==> src/hdl/ctc_pkg.sv <==
`default_nettype none

package ctc_pkg;

  localparam int FIFO_DEPTH = 256;
  localparam int PTR_W = $clog2(FIFO_DEPTH);
  localparam int CNT_W = $clog2(FIFO_DEPTH + 1);

  localparam logic [CNT_W-1:0] CNT_FULL = CNT_W'(FIFO_DEPTH);
  localparam logic [PTR_W-1:0] PTR_LAST = PTR_W'(FIFO_DEPTH - 1);

  localparam logic [2:0] CMD_WR_DATA   = 3'd0;
  localparam logic [2:0] CMD_WR_CMD    = 3'd1;
  localparam logic [2:0] CMD_RD_DATA   = 3'd2;
  localparam logic [2:0] CMD_RD_STATUS = 3'd3;
  localparam logic [2:0] CMD_LINE_RX   = 3'd4;
  localparam logic [2:0] CMD_LINE_PULL = 3'd5;

  localparam logic [15:0] ST_EXISTS    = 16'h8000;
  localparam logic [15:0] ST_BUSY      = 16'h0100;
  localparam logic [15:0] ST_NOT_READY = 16'h0080;
  localparam logic [15:0] ST_BREAK     = 16'h0020;

  localparam logic [15:0] CW_TYPE      = 16'hC000;
  localparam logic [15:0] CW_CONTROL   = 16'h4000;
  localparam logic [15:0] CW_TRANSFER  = 16'h8000;
  localparam logic [15:0] CW_DI_EN     = 16'h2000;
  localparam logic [15:0] CW_SI_EN     = 16'h1000;
  localparam logic [15:0] CW_READ_DIR  = 16'h0800;
  localparam logic [15:0] CW_TERMINATE = 16'h0400;
  localparam logic [15:0] CW_BRK_SEL   = 16'h0100;
  localparam logic [15:0] CW_BRK_DET   = 16'h0020;
  localparam logic [15:0] CW_SI_REL    = 16'h0004;

  typedef struct packed {
    logic [2:0]  cmd;
    logic [15:0] data_word;
    logic [7:0]  line_byte;
  } in_word_t;

  typedef struct packed {
    logic [15:0] read_data;
    logic        tx_valid;
    logic [7:0]  tx_byte;
    logic        si_request;
    logic        si_clear;
    logic        di_request;
    logic        di_clear;
    logic        bad_command;
    logic        fifo_overflow;
    logic        empty_read;
  } out_word_t;

  function automatic logic [PTR_W-1:0] ptr_inc(input logic [PTR_W-1:0] p);
    logic [PTR_W-1:0] r;
    if (p == PTR_LAST) begin
      r = '0;
    end else begin
      r = p + PTR_W'(1);
    end
    return r;
  endfunction

  function automatic logic [PTR_W-1:0] tail_ptr(input logic [PTR_W-1:0] head,
                                                input logic [CNT_W-1:0] count);
    logic [CNT_W:0] sum;
    sum = (CNT_W + 1)'(head) + (CNT_W + 1)'(count);
    if (sum >= (CNT_W + 1)'(FIFO_DEPTH)) begin
      sum = sum - (CNT_W + 1)'(FIFO_DEPTH);
    end
    return sum[PTR_W-1:0];
  endfunction

endpackage

`default_nettype wire

==> src/hdl/console_terminal_controller.sv <==
`default_nettype none

// Channel   Ports                          Direction  Payload
// input     in_valid, in_stall, in_word    in         ctc_pkg::in_word_t
// result    out_valid, out_stall, out_word out        ctc_pkg::out_word_t
//
// Every word is accepted into the input register and gives a valid result
// from the result register after the decode and FIFO update; one word is
// accepted per cycle while the result side does not stall.
// FIFO bytes are prefetched at the next head each cycle, with a bypass for
// a byte written at that same edge.
// Reset gives status 0x8080, all flags clear and both FIFOs empty.
// A stall on the result side holds the result and then the input register.

module console_terminal_controller (
  input  wire               clk,
  input  wire               rst_n,
  input  wire               in_valid,
  output logic              in_stall,
  input  ctc_pkg::in_word_t in_word,
  output logic              out_valid,
  input  wire               out_stall,
  output ctc_pkg::out_word_t out_word
);

  logic                        s1_valid_r;
  ctc_pkg::in_word_t           s1_r;
  logic                        out_valid_r;
  ctc_pkg::out_word_t          out_r;
  logic                        fire;

  logic [15:0]                 status_r, status_nxt;
  logic                        si_en_r, si_en_nxt;
  logic                        di_en_r, di_en_nxt;
  logic                        brk_r, brk_nxt;
  logic                        reading_r, reading_nxt;
  logic                        writing_r, writing_nxt;
  logic [ctc_pkg::CNT_W-1:0]   rx_count_r, rx_count_nxt;
  logic [ctc_pkg::CNT_W-1:0]   tx_count_r, tx_count_nxt;
  logic [ctc_pkg::PTR_W-1:0]   rx_head_r, rx_head_nxt;
  logic [ctc_pkg::PTR_W-1:0]   tx_head_r, tx_head_nxt;

  logic [7:0]                  rx_mem_r [ctc_pkg::FIFO_DEPTH];
  logic [7:0]                  tx_mem_r [ctc_pkg::FIFO_DEPTH];
  logic                        rx_we, tx_we;
  logic [ctc_pkg::PTR_W-1:0]   rx_waddr, tx_waddr;
  logic [7:0]                  rx_rd_r, tx_rd_r;
  logic                        rx_byp_r, tx_byp_r;
  logic [7:0]                  rx_byp_data_r, tx_byp_data_r;
  logic [7:0]                  rx_head_byte, tx_head_byte;
  ctc_pkg::out_word_t          res;

  assign fire      = s1_valid_r && (!out_valid_r || !out_stall);
  assign in_stall  = s1_valid_r && !fire;
  assign out_valid = out_valid_r;
  assign out_word  = out_r;

  assign rx_waddr = ctc_pkg::tail_ptr(rx_head_r, rx_count_r);
  assign tx_waddr = ctc_pkg::tail_ptr(tx_head_r, tx_count_r);
  assign rx_head_byte = rx_byp_r ? rx_byp_data_r : rx_rd_r;
  assign tx_head_byte = tx_byp_r ? tx_byp_data_r : tx_rd_r;

  always_comb begin
    logic [15:0] w;
    logic [15:0] st;
    logic        is_ctrl, is_xfer, noop;
    logic        si_on, di_on, si_set, si_drop, di_set, di_drop;
    logic        need_si, need_di, si_new, di_new;
    w            = s1_r.data_word;
    st           = status_r;
    is_ctrl      = (w & ctc_pkg::CW_TYPE) == ctc_pkg::CW_CONTROL;
    is_xfer      = (w & ctc_pkg::CW_TYPE) == ctc_pkg::CW_TRANSFER;
    noop         = is_ctrl && ((w & ctc_pkg::CW_TERMINATE) == 16'h0000);
    si_on        = (w & ctc_pkg::CW_SI_EN) != 16'h0000;
    di_on        = (w & ctc_pkg::CW_DI_EN) != 16'h0000;
    si_set       = 1'b0;
    si_drop      = 1'b0;
    di_set       = 1'b0;
    di_drop      = 1'b0;
    need_si      = 1'b0;
    need_di      = 1'b0;
    si_new       = si_en_r || si_on;
    di_new       = di_en_r || di_on;
    status_nxt   = status_r;
    si_en_nxt    = si_en_r;
    di_en_nxt    = di_en_r;
    brk_nxt      = brk_r;
    reading_nxt  = reading_r;
    writing_nxt  = writing_r;
    rx_count_nxt = rx_count_r;
    tx_count_nxt = tx_count_r;
    rx_head_nxt  = rx_head_r;
    tx_head_nxt  = tx_head_r;
    rx_we        = 1'b0;
    tx_we        = 1'b0;
    res          = '0;
    if (fire) begin
      case (s1_r.cmd)
        ctc_pkg::CMD_WR_DATA: begin
          if (tx_count_r == ctc_pkg::CNT_FULL) begin
            res.fifo_overflow = 1'b1;
          end else begin
            tx_we        = 1'b1;
            tx_count_nxt = tx_count_r + ctc_pkg::CNT_W'(1);
          end
          if (writing_r) begin
            status_nxt = status_r | ctc_pkg::ST_NOT_READY;
          end
        end
        ctc_pkg::CMD_WR_CMD: begin
          if (is_ctrl || is_xfer) begin
            if (noop || is_xfer) begin
              si_set  = si_on && !si_en_r;
              si_drop = !si_on && si_en_r;
              di_set  = di_on && !di_en_r;
              di_drop = !di_on && di_en_r;
            end
            if (is_ctrl && !noop) begin
              reading_nxt = 1'b0;
              writing_nxt = 1'b0;
              need_si     = ((st & ctc_pkg::ST_BUSY) == 16'h0000) && si_en_r;
              st          = (st | ctc_pkg::ST_NOT_READY) & ~ctc_pkg::ST_BUSY;
            end else if (noop) begin
              if ((st & ctc_pkg::ST_BUSY) == 16'h0000) begin
                st = st & ~ctc_pkg::ST_BREAK;
              end
              if ((w & ctc_pkg::CW_BRK_SEL) != 16'h0000) begin
                if ((w & (ctc_pkg::CW_BRK_DET | ctc_pkg::CW_SI_REL)) == 16'h0000) begin
                  brk_nxt = 1'b0;
                end else if ((w & ctc_pkg::CW_BRK_DET) != 16'h0000) begin
                  need_si = !brk_r && si_new;
                  brk_nxt = 1'b1;
                end
                st = st & ~ctc_pkg::ST_BREAK;
              end
            end else begin
              if ((w & ctc_pkg::CW_READ_DIR) == 16'h0000) begin
                need_di     = di_new && !writing_r;
                reading_nxt = 1'b0;
                writing_nxt = 1'b1;
              end else begin
                reading_nxt = 1'b1;
                writing_nxt = 1'b0;
              end
              st = st | ctc_pkg::ST_BUSY;
            end
          end else begin
            res.bad_command = 1'b1;
          end
          if (si_set) begin
            si_en_nxt = 1'b1;
          end else if (si_drop) begin
            si_en_nxt    = 1'b0;
            need_si      = 1'b0;
            res.si_clear = 1'b1;
          end
          if (di_set) begin
            di_en_nxt = 1'b1;
          end else if (di_drop) begin
            di_en_nxt    = 1'b0;
            need_di      = 1'b0;
            res.di_clear = 1'b1;
          end
          if (reading_nxt) begin
            if (rx_count_r == '0) begin
              st = st | ctc_pkg::ST_NOT_READY;
            end else begin
              st = st & ~ctc_pkg::ST_NOT_READY;
            end
          end
          if (writing_nxt) begin
            if (tx_count_r == ctc_pkg::CNT_FULL) begin
              st = st | ctc_pkg::ST_NOT_READY;
            end else begin
              st = st & ~ctc_pkg::ST_NOT_READY;
            end
          end
          status_nxt     = st;
          res.si_request = need_si;
          res.di_request = need_di;
        end
        ctc_pkg::CMD_RD_DATA: begin
          if (rx_count_r == '0) begin
            res.empty_read = 1'b1;
          end else begin
            res.read_data = {8'h00, rx_head_byte};
            rx_head_nxt   = ctc_pkg::ptr_inc(rx_head_r);
            rx_count_nxt  = rx_count_r - ctc_pkg::CNT_W'(1);
          end
          if (reading_r && (rx_count_nxt == '0)) begin
            status_nxt = status_r | ctc_pkg::ST_NOT_READY;
          end
        end
        ctc_pkg::CMD_RD_STATUS: begin
          if (rx_count_r == '0) begin
            st = st | ctc_pkg::ST_NOT_READY;
          end else begin
            st = st & ~ctc_pkg::ST_NOT_READY;
          end
          if (writing_r) begin
            if (tx_count_r != '0) begin
              st = st | ctc_pkg::ST_NOT_READY;
            end else begin
              st = st & ~ctc_pkg::ST_NOT_READY;
            end
          end
          status_nxt    = st;
          res.read_data = st;
        end
        ctc_pkg::CMD_LINE_RX: begin
          if (rx_count_r == ctc_pkg::CNT_FULL) begin
            res.fifo_overflow = 1'b1;
          end else begin
            rx_we        = 1'b1;
            rx_count_nxt = rx_count_r + ctc_pkg::CNT_W'(1);
          end
          status_nxt     = status_r & ~ctc_pkg::ST_NOT_READY;
          res.di_request = di_en_r;
          res.tx_valid   = 1'b1;
          res.tx_byte    = s1_r.line_byte;
        end
        ctc_pkg::CMD_LINE_PULL: begin
          if (tx_count_r != '0) begin
            tx_head_nxt  = ctc_pkg::ptr_inc(tx_head_r);
            tx_count_nxt = tx_count_r - ctc_pkg::CNT_W'(1);
            res.tx_valid = 1'b1;
            res.tx_byte  = tx_head_byte;
            if (writing_r) begin
              status_nxt     = status_r & ~ctc_pkg::ST_NOT_READY;
              res.di_request = di_en_r;
            end
          end else begin
            res.empty_read = 1'b1;
          end
          if (writing_r && (tx_count_nxt == '0)) begin
            status_nxt = status_r & ~ctc_pkg::ST_NOT_READY;
          end
        end
        default: begin
        end
      endcase
    end
  end

  always_ff @(posedge clk) begin
    if (!rst_n) begin
      s1_valid_r  <= 1'b0;
      out_valid_r <= 1'b0;
      status_r    <= ctc_pkg::ST_EXISTS | ctc_pkg::ST_NOT_READY;
      si_en_r     <= 1'b0;
      di_en_r     <= 1'b0;
      brk_r       <= 1'b0;
      reading_r   <= 1'b0;
      writing_r   <= 1'b0;
      rx_count_r  <= '0;
      tx_count_r  <= '0;
      rx_head_r   <= '0;
      tx_head_r   <= '0;
      rx_byp_r    <= 1'b0;
      tx_byp_r    <= 1'b0;
    end else begin
      if (!in_stall) begin
        s1_valid_r <= in_valid;
      end
      if (fire) begin
        out_valid_r <= 1'b1;
      end else if (!out_stall) begin
        out_valid_r <= 1'b0;
      end
      status_r   <= status_nxt;
      si_en_r    <= si_en_nxt;
      di_en_r    <= di_en_nxt;
      brk_r      <= brk_nxt;
      reading_r  <= reading_nxt;
      writing_r  <= writing_nxt;
      rx_count_r <= rx_count_nxt;
      tx_count_r <= tx_count_nxt;
      rx_head_r  <= rx_head_nxt;
      tx_head_r  <= tx_head_nxt;
      rx_byp_r   <= rx_we && (rx_waddr == rx_head_nxt);
      tx_byp_r   <= tx_we && (tx_waddr == tx_head_nxt);
    end
  end

  always_ff @(posedge clk) begin
    if (!in_stall) begin
      s1_r <= in_word;
    end
    if (fire) begin
      out_r <= res;
    end
    rx_byp_data_r <= s1_r.line_byte;
    tx_byp_data_r <= s1_r.data_word[7:0];
  end

  always_ff @(posedge clk) begin
    if (rx_we) begin
      rx_mem_r[rx_waddr] <= s1_r.line_byte;
    end
    rx_rd_r <= rx_mem_r[rx_head_nxt];
  end

  always_ff @(posedge clk) begin
    if (tx_we) begin
      tx_mem_r[tx_waddr] <= s1_r.data_word[7:0];
    end
    tx_rd_r <= tx_mem_r[tx_head_nxt];
  end

endmodule

`default_nettype wire
==> config.mk <==
export PLATFORM = sky130hd
export DESIGN_NAME = console_terminal_controller
export DESIGN_NICKNAME = d
export VERILOG_FILES = /design/src/hdl/ctc_pkg.sv /design/src/hdl/console_terminal_controller.sv
export SDC_FILE = /design/constraint.sdc
export NUM_CORES = 2
export LEC_CHECK = 0
export BUFFER_PORTS_ARGS = -buffer_cell sky130_fd_sc_hd__buf_4
export CORE_ASPECT_RATIO = 0.6
export CORE_MARGIN = 3
export CORE_UTILIZATION = 49
export CTS_BUF_LIST = sky130_fd_sc_hd__clkbuf_4 sky130_fd_sc_hd__clkbuf_8
export DETAILED_ROUTE_END_ITERATION = 6
export HOLD_SLACK_MARGIN = 0.05
export PLACE_DENSITY_LB_ADDON = 0.15
export REMOVE_ABC_BUFFERS = 1
export SYNTH_ARGS = -nofsm -noshare
export SYNTH_HDL_FRONTEND = slang
export SYNTH_SLANG_ARGS = --single-unit
==> constraint.sdc <==
create_clock -name clk -period 4.8 [get_ports clk]
set_clock_uncertainty 0.1 [all_clocks]
set_input_delay 0.48 -clock clk [delete_from_list [all_inputs] [get_ports clk]]
set_output_delay 0.48 -clock clk [all_outputs]
set_load 0.02 [all_outputs]
[After elaboration in Yosys (flattened, before gate mapping)]
Memory sizes are Yosys's and may differ from the RTL's. A register that Yosys moved wholly into a read port is not among the register bits.
Index checks and enable logic that the tools add are counted.
Word-level totals
  bits in registers: 134
  memories kept: 2
  RAM bits: 4096
Cells by class
  equality and inequality tests: 22
  add/sub/neg operators: 10
  $lt $le $gt $ge: 2
  multiplexer cells: 116
  reductions and logical operators: 56
  bitwise gates (word level): 6
Memory list
  rx_mem_r: words 256, bits a word 8, rd ports 1, clocked after Yosys merged registers in 1, write ports 1, RTL line console_terminal_controller.sv:43  | logic [7:0] rx_mem_r [ctc_pkg::FIFO_DEPTH];
  tx_mem_r: words 256, bits a word 8, rd ports 1, clocked after Yosys merged registers in 1, write ports 1, RTL line console_terminal_controller.sv:44  | logic [7:0] tx_mem_r [ctc_pkg::FIFO_DEPTH];
Operators with widths (number)
  8-bit two-way mux: 24
  9-bit two-way mux: 12
  16-bit case mux with 6 select lines: 1
  1-bit two-way mux: 69
  16-bit logical NOT: 4
  9-bit case mux with 2 select lines: 3
  16-bit case mux with 2 select lines: 1
  9-bit logical NOT: 3
  8-bit by 9-bit adder with 10-bit output: 2
  10-bit by 9-bit greater-or-equal comparator with 1-bit output (second input constant): 2
  9-bit by 1-bit adder with 9-bit output (second input constant): 2
  9-bit == test (second input constant): 2
  9-bit by 1-bit subtractor with 9-bit output (second input constant): 2
  8-bit by 1-bit adder with 8-bit output (second input constant): 2
  8-bit == test: 2
  8-bit == test (second input constant): 2
  16-bit two-way mux: 1
  8-bit by 1-bit subtractor with 8-bit output (second input constant): 2
  1-bit logical AND: 15
  6-bit two-way mux: 2
  3-bit AND reduction: 4
  2-bit nonzero test: 6
  1-bit logical NOT: 10
  9-bit nonzero test: 1
  other kinds (21): 38

[Longest topological paths before layout]
  depth in word-level cells: 12
  depth in mapped cells: 16
  mapped depth without buffers: 13

[Worst setup path after synthesis]
Ideal clock, no wire load.
  path kind: flip-flop to flip-flop
  from: register s1_r[13] in the netlist's numbering
  to: memory tx_mem_r[0][5] (data pin)
  path buffers: 0
  arrival time: 3267 ps
  slack: 607 ps
  required time: 3874 ps
  cell stages (with the launch flop): 1
  path through: edfxtp_1
RTL lines
  start, declared: RTL line console_terminal_controller.sv:27  | ctc_pkg::in_word_t s1_r;
  start signal, assigned: RTL line console_terminal_controller.sv:287  | s1_r <= in_word;
  end, declared: RTL line console_terminal_controller.sv:44
No word-level cell before the write port.

[Final worst setup path]
  from: register s1_r[25] in the netlist's numbering
  to: register tx_rd_r[0] (read register of tx_mem_r)
On the way
  cells in the longest elaborated chain, start to end: 3
RTL lines
  3-bit == test: RTL line console_terminal_controller.sv:98  | case (s1_r.cmd)
  8-bit two-way mux: RTL line console_terminal_controller.sv:98
  8-bit two-way mux: RTL line console_terminal_controller.sv:97  | if (fire) begin
  end, declared: RTL line console_terminal_controller.sv:47  | logic [7:0] rx_rd_r, tx_rd_r;
Every way passes these cells.
A chain may end at the register's enable or synchronous reset.

==> impl_metrics.ini <==
[outcome]
status = complete, no violations

[synth]
synth_top_area_cell = edfxtp_1
ys_warn_count = 0
syn_area_um2 = 166000
synth-edff-count = 4148
seq_area_frac_synth_pct = 76.0
synth_area_leaders = edfxtp_1 75%, mux4_2 7.2%, nand2_1 3.4%, mux2i_1 1.7%, nand3_1 1.7%
syn_avg_cell_area_um2 = 16.8
syn_inst = 9889
ys_ff_latch = 4223
synth_ff_type = edfxtp_1
async_flop_share_pct = 0
synth_top_area_share_pct = 75.1
ys_types = 87

[global_route]
grt_start_max_net_pins = 188
grt_overflow = 0
grt_first_pass_wirelength_mm = 658
grt_usage_pct = 26.2
grt_pass1_vias = 93100
antenna_found_initial = 27

[cells_and_area]
fillers = 25600
final_area_um2 = 190000
nNetsFinal = 11000
drive_gt1_share_pct = 22.6
most-common-layout-cells = 4148 x edfxtp_1, 1483 x nand2_1, 900 x buf_4
final_common_cell = edfxtp_1
area_delta_synth_final_pct = 14.6

[floorplanning]
die_h_um = 457
initial_core_util_pct = 49.5
die_width_um = 757
die_area_um2 = 346000
core_area_um2 = 335000
pin_count = 65
num_rows = 164

[detailed_routing]
drtIter0Drc = 13500
ant_nets = 0
avgViaCountPerCell = 6.08
drtPass1Iterations = 6
wl_per_cell_um = 28.9
dr_total_vias = 96800
drc = 0
wl_mm = 460

[timing]
rsz0062_at_grt = false
tightest_slew_ns = 1.29
setup_viol = 0
fin_crit_sh_pct = 98.3
post-route-min-period_ns = 4.72
timing.fmax_ghz = 0.212
max_slew_margin_pct = 14.0
fin_hold_ws_ns = 0.201
hold_viol = 0
slew_violations = 0

[clock_tree]
clk_latency_ns = 1.10
cts_tree = built
cts_max_level = 6
cts-root-buf = clkbuf_8
clk_pin_slew_ns = 0.06
clock_path_buffers = 4
cts_inserted_buffers = 620
cts_sinks = 4223

[worst_setup_path]
cp.required_ns = 5.60
end_kind = flop
crit_type = flop to flop
crit_family = simple AND/OR/NAND/NOR gates
path_max_fanout = 19
crit_path_cell_trace = nand3b_4 -> a311o_2 -> buf_4 -> or4_1 -> o211a_1 -> buf_4 -> buf_4 -> a32o_1 -> nor2_1 -> a31oi_1 -> nor4_1 -> buf_4 -> nand3_1
cp.arrival_ns = 5.52
start_kind = flop
cpMostUsedCell = buf_4
critPathBufInv = 4
crit_slowest_cell = edfxtp_1
slowest_delay_ns = 0.59

[placement]
placed_area_um2 = 178000
gp_congestion = 0.921
hpwl_mm = 285
portBuffers = 57

[power_and_ir_drop]
pwr_density_cell_nw_per_um2 = 380
ir_drop_mv = 0.228
power_leakage_uw = 0.0638

[job]
maxCapViolCount = 0

[worst_hold_path]
min_path_type = input pin to flop
==> flip-flops by register name, indices dropped and copies added (netlist names) <==
signal	count
tx_count_r	9
writing_r	1
rx_head_r	8
tx_head_r	8
out_word	26
tx_rd_r	8
s1_valid_r	1
rx_byp_r	1
tx_mem_r	2048
rx_count_r	9
rx_rd_r	8
rx_byp_data_r	8
out_valid	1
si_en_r	1
s1_r	26
tx_byp_data_r	8
rx_mem_r	2048
status_r	1
brk_r	1
di_en_r	1
tx_byp_r	1
==> layout make-up <==
class | count | area, um2 | area share [%]
antenna | 20 | 50.0 | 0.0263
clock buffer | 856 | 10400 | 5.49
clock inverter | 232 | 1230 | 0.645
inverter | 35 | 131 | 0.0691
multi-input combinational | 5008 | 37300 | 19.6
sequential | 4223 | 126000 | 66.3
tap | 4482 | 5610 | 2.95
timing repair buffer | 1053 | 9270 | 4.88
==> through the flow <==
stage	power, uW	utilization [%]	TNS (ns)	worst slack (ns)	std cells
floorplan	44100	-	-781.62	-44.08	9266
global placement	44800	53.0	-0.0313	-0.0313	14700
detailed placement	44900	53.0	-0.139	-0.139	14700
CTS	72800	56.7	0	0.0330	15900
global route	74600	56.8	0	0.00590	15900
finish	72300	56.8	0	0.0813	15900
==> repair_timing <==
| item | CTS | global route |
|---|---|---|
| gates cloned | 0 | 1 |
| endpoints found under the hold margin | 69 | 0 |
| pin swaps | 0 | 2 |
| buffers inserted | 0 | 6 |
| setup endpoints to repair | 3 | 16 |
| resized for setup | 3 | 17 |
| hold buffers | 57 | 0 |
==> layer usage <==
metal,GRT usage (%),part of all wire (%),vias up
li1,-,-,40900
met5,0,0.054,-
met2,33.9,40,5530
met1,41.9,44,49700
met4,6.40,2.3,12
met3,9.02,13,626
==> Yosys cell counts, drive strengths merged, types with 8 or more instances <==
| library cell | count |
|---|---|
| a2111oi | 17 |
| a22oi | 192 |
| buf | 288 |
| o22ai | 15 |
| and3 | 98 |
| nor3 | 18 |
| a21boi | 13 |
| mux4 | 528 |
| a32oi | 39 |
| nor3b | 8 |
| nor4 | 25 |
| ha | 32 |
| o311ai | 31 |
| dfxtp | 75 |
| o211a | 17 |
| o21bai | 16 |
| a31oi | 171 |
| nor2 | 609 |
| and2 | 33 |
| nand3 | 560 |
| a32o | 95 |
| a221o | 34 |
| a211oi | 30 |
| clkbuf | 340 |
| nand2 | 1508 |
| o211ai | 15 |
| a22o | 50 |
| a21o | 8 |
| a21oi | 137 |
| a221oi | 33 |
| mux2i | 280 |
| nor2b | 33 |
| edfxtp | 4148 |
| a311oi | 34 |
| o2111ai | 10 |
| mux2 | 33 |
| or3 | 9 |
| inv | 35 |
| xnor2 | 43 |
| nand4 | 27 |
| o21ai | 125 |
| xor2 | 14 |
==> worst reg2reg max path: cells and delay by family (launching register included) <==
kind,cells,cell delay [ns]
AOI/OAI and AO/OA,4,1.23
buffers and inverters,4,0.92
and+or+nand+nor,5,1.70
DFF,1,0.59
==> power breakdown <==
part           internal (uW)  switching, uW
sequential             40600           80.0
combinational           1000           2600
clock                  14300          13700
==> worst paths after layout <==
check | start | end | slack [ns] | cells after the start
worst min-delay path | in_word[22] | s1_r[22] | 0.20 | 2
worst max register to register | s1_r[25] | tx_rd_r[0] | 0.08 | 13
worst max-delay path | s1_r[25] | tx_rd_r[0] | 0.08 | 13
worst min register to register | brk_r | brk_r | 0.42 | 2
==> logic make-up (layout without fill, tap and decap cells) <==
group | after synthesis | after routing | synth area share, %
flops | 4223 | 4223 | 76.0
simple gates | 2953 | 2953 | 7.58
compound gates | 1115 | 1115 | 4.96
mux | 841 | 841 | 9.08
buf+inv | 663 | 2176 | 1.77
xor+xnor | 57 | 57 | 0.301
fa+ha+maj | 36 | 36 | 0.290
other cells | 1 | 26 | 0.00226
Note: power is estimated with default switching activity, not from simulation.
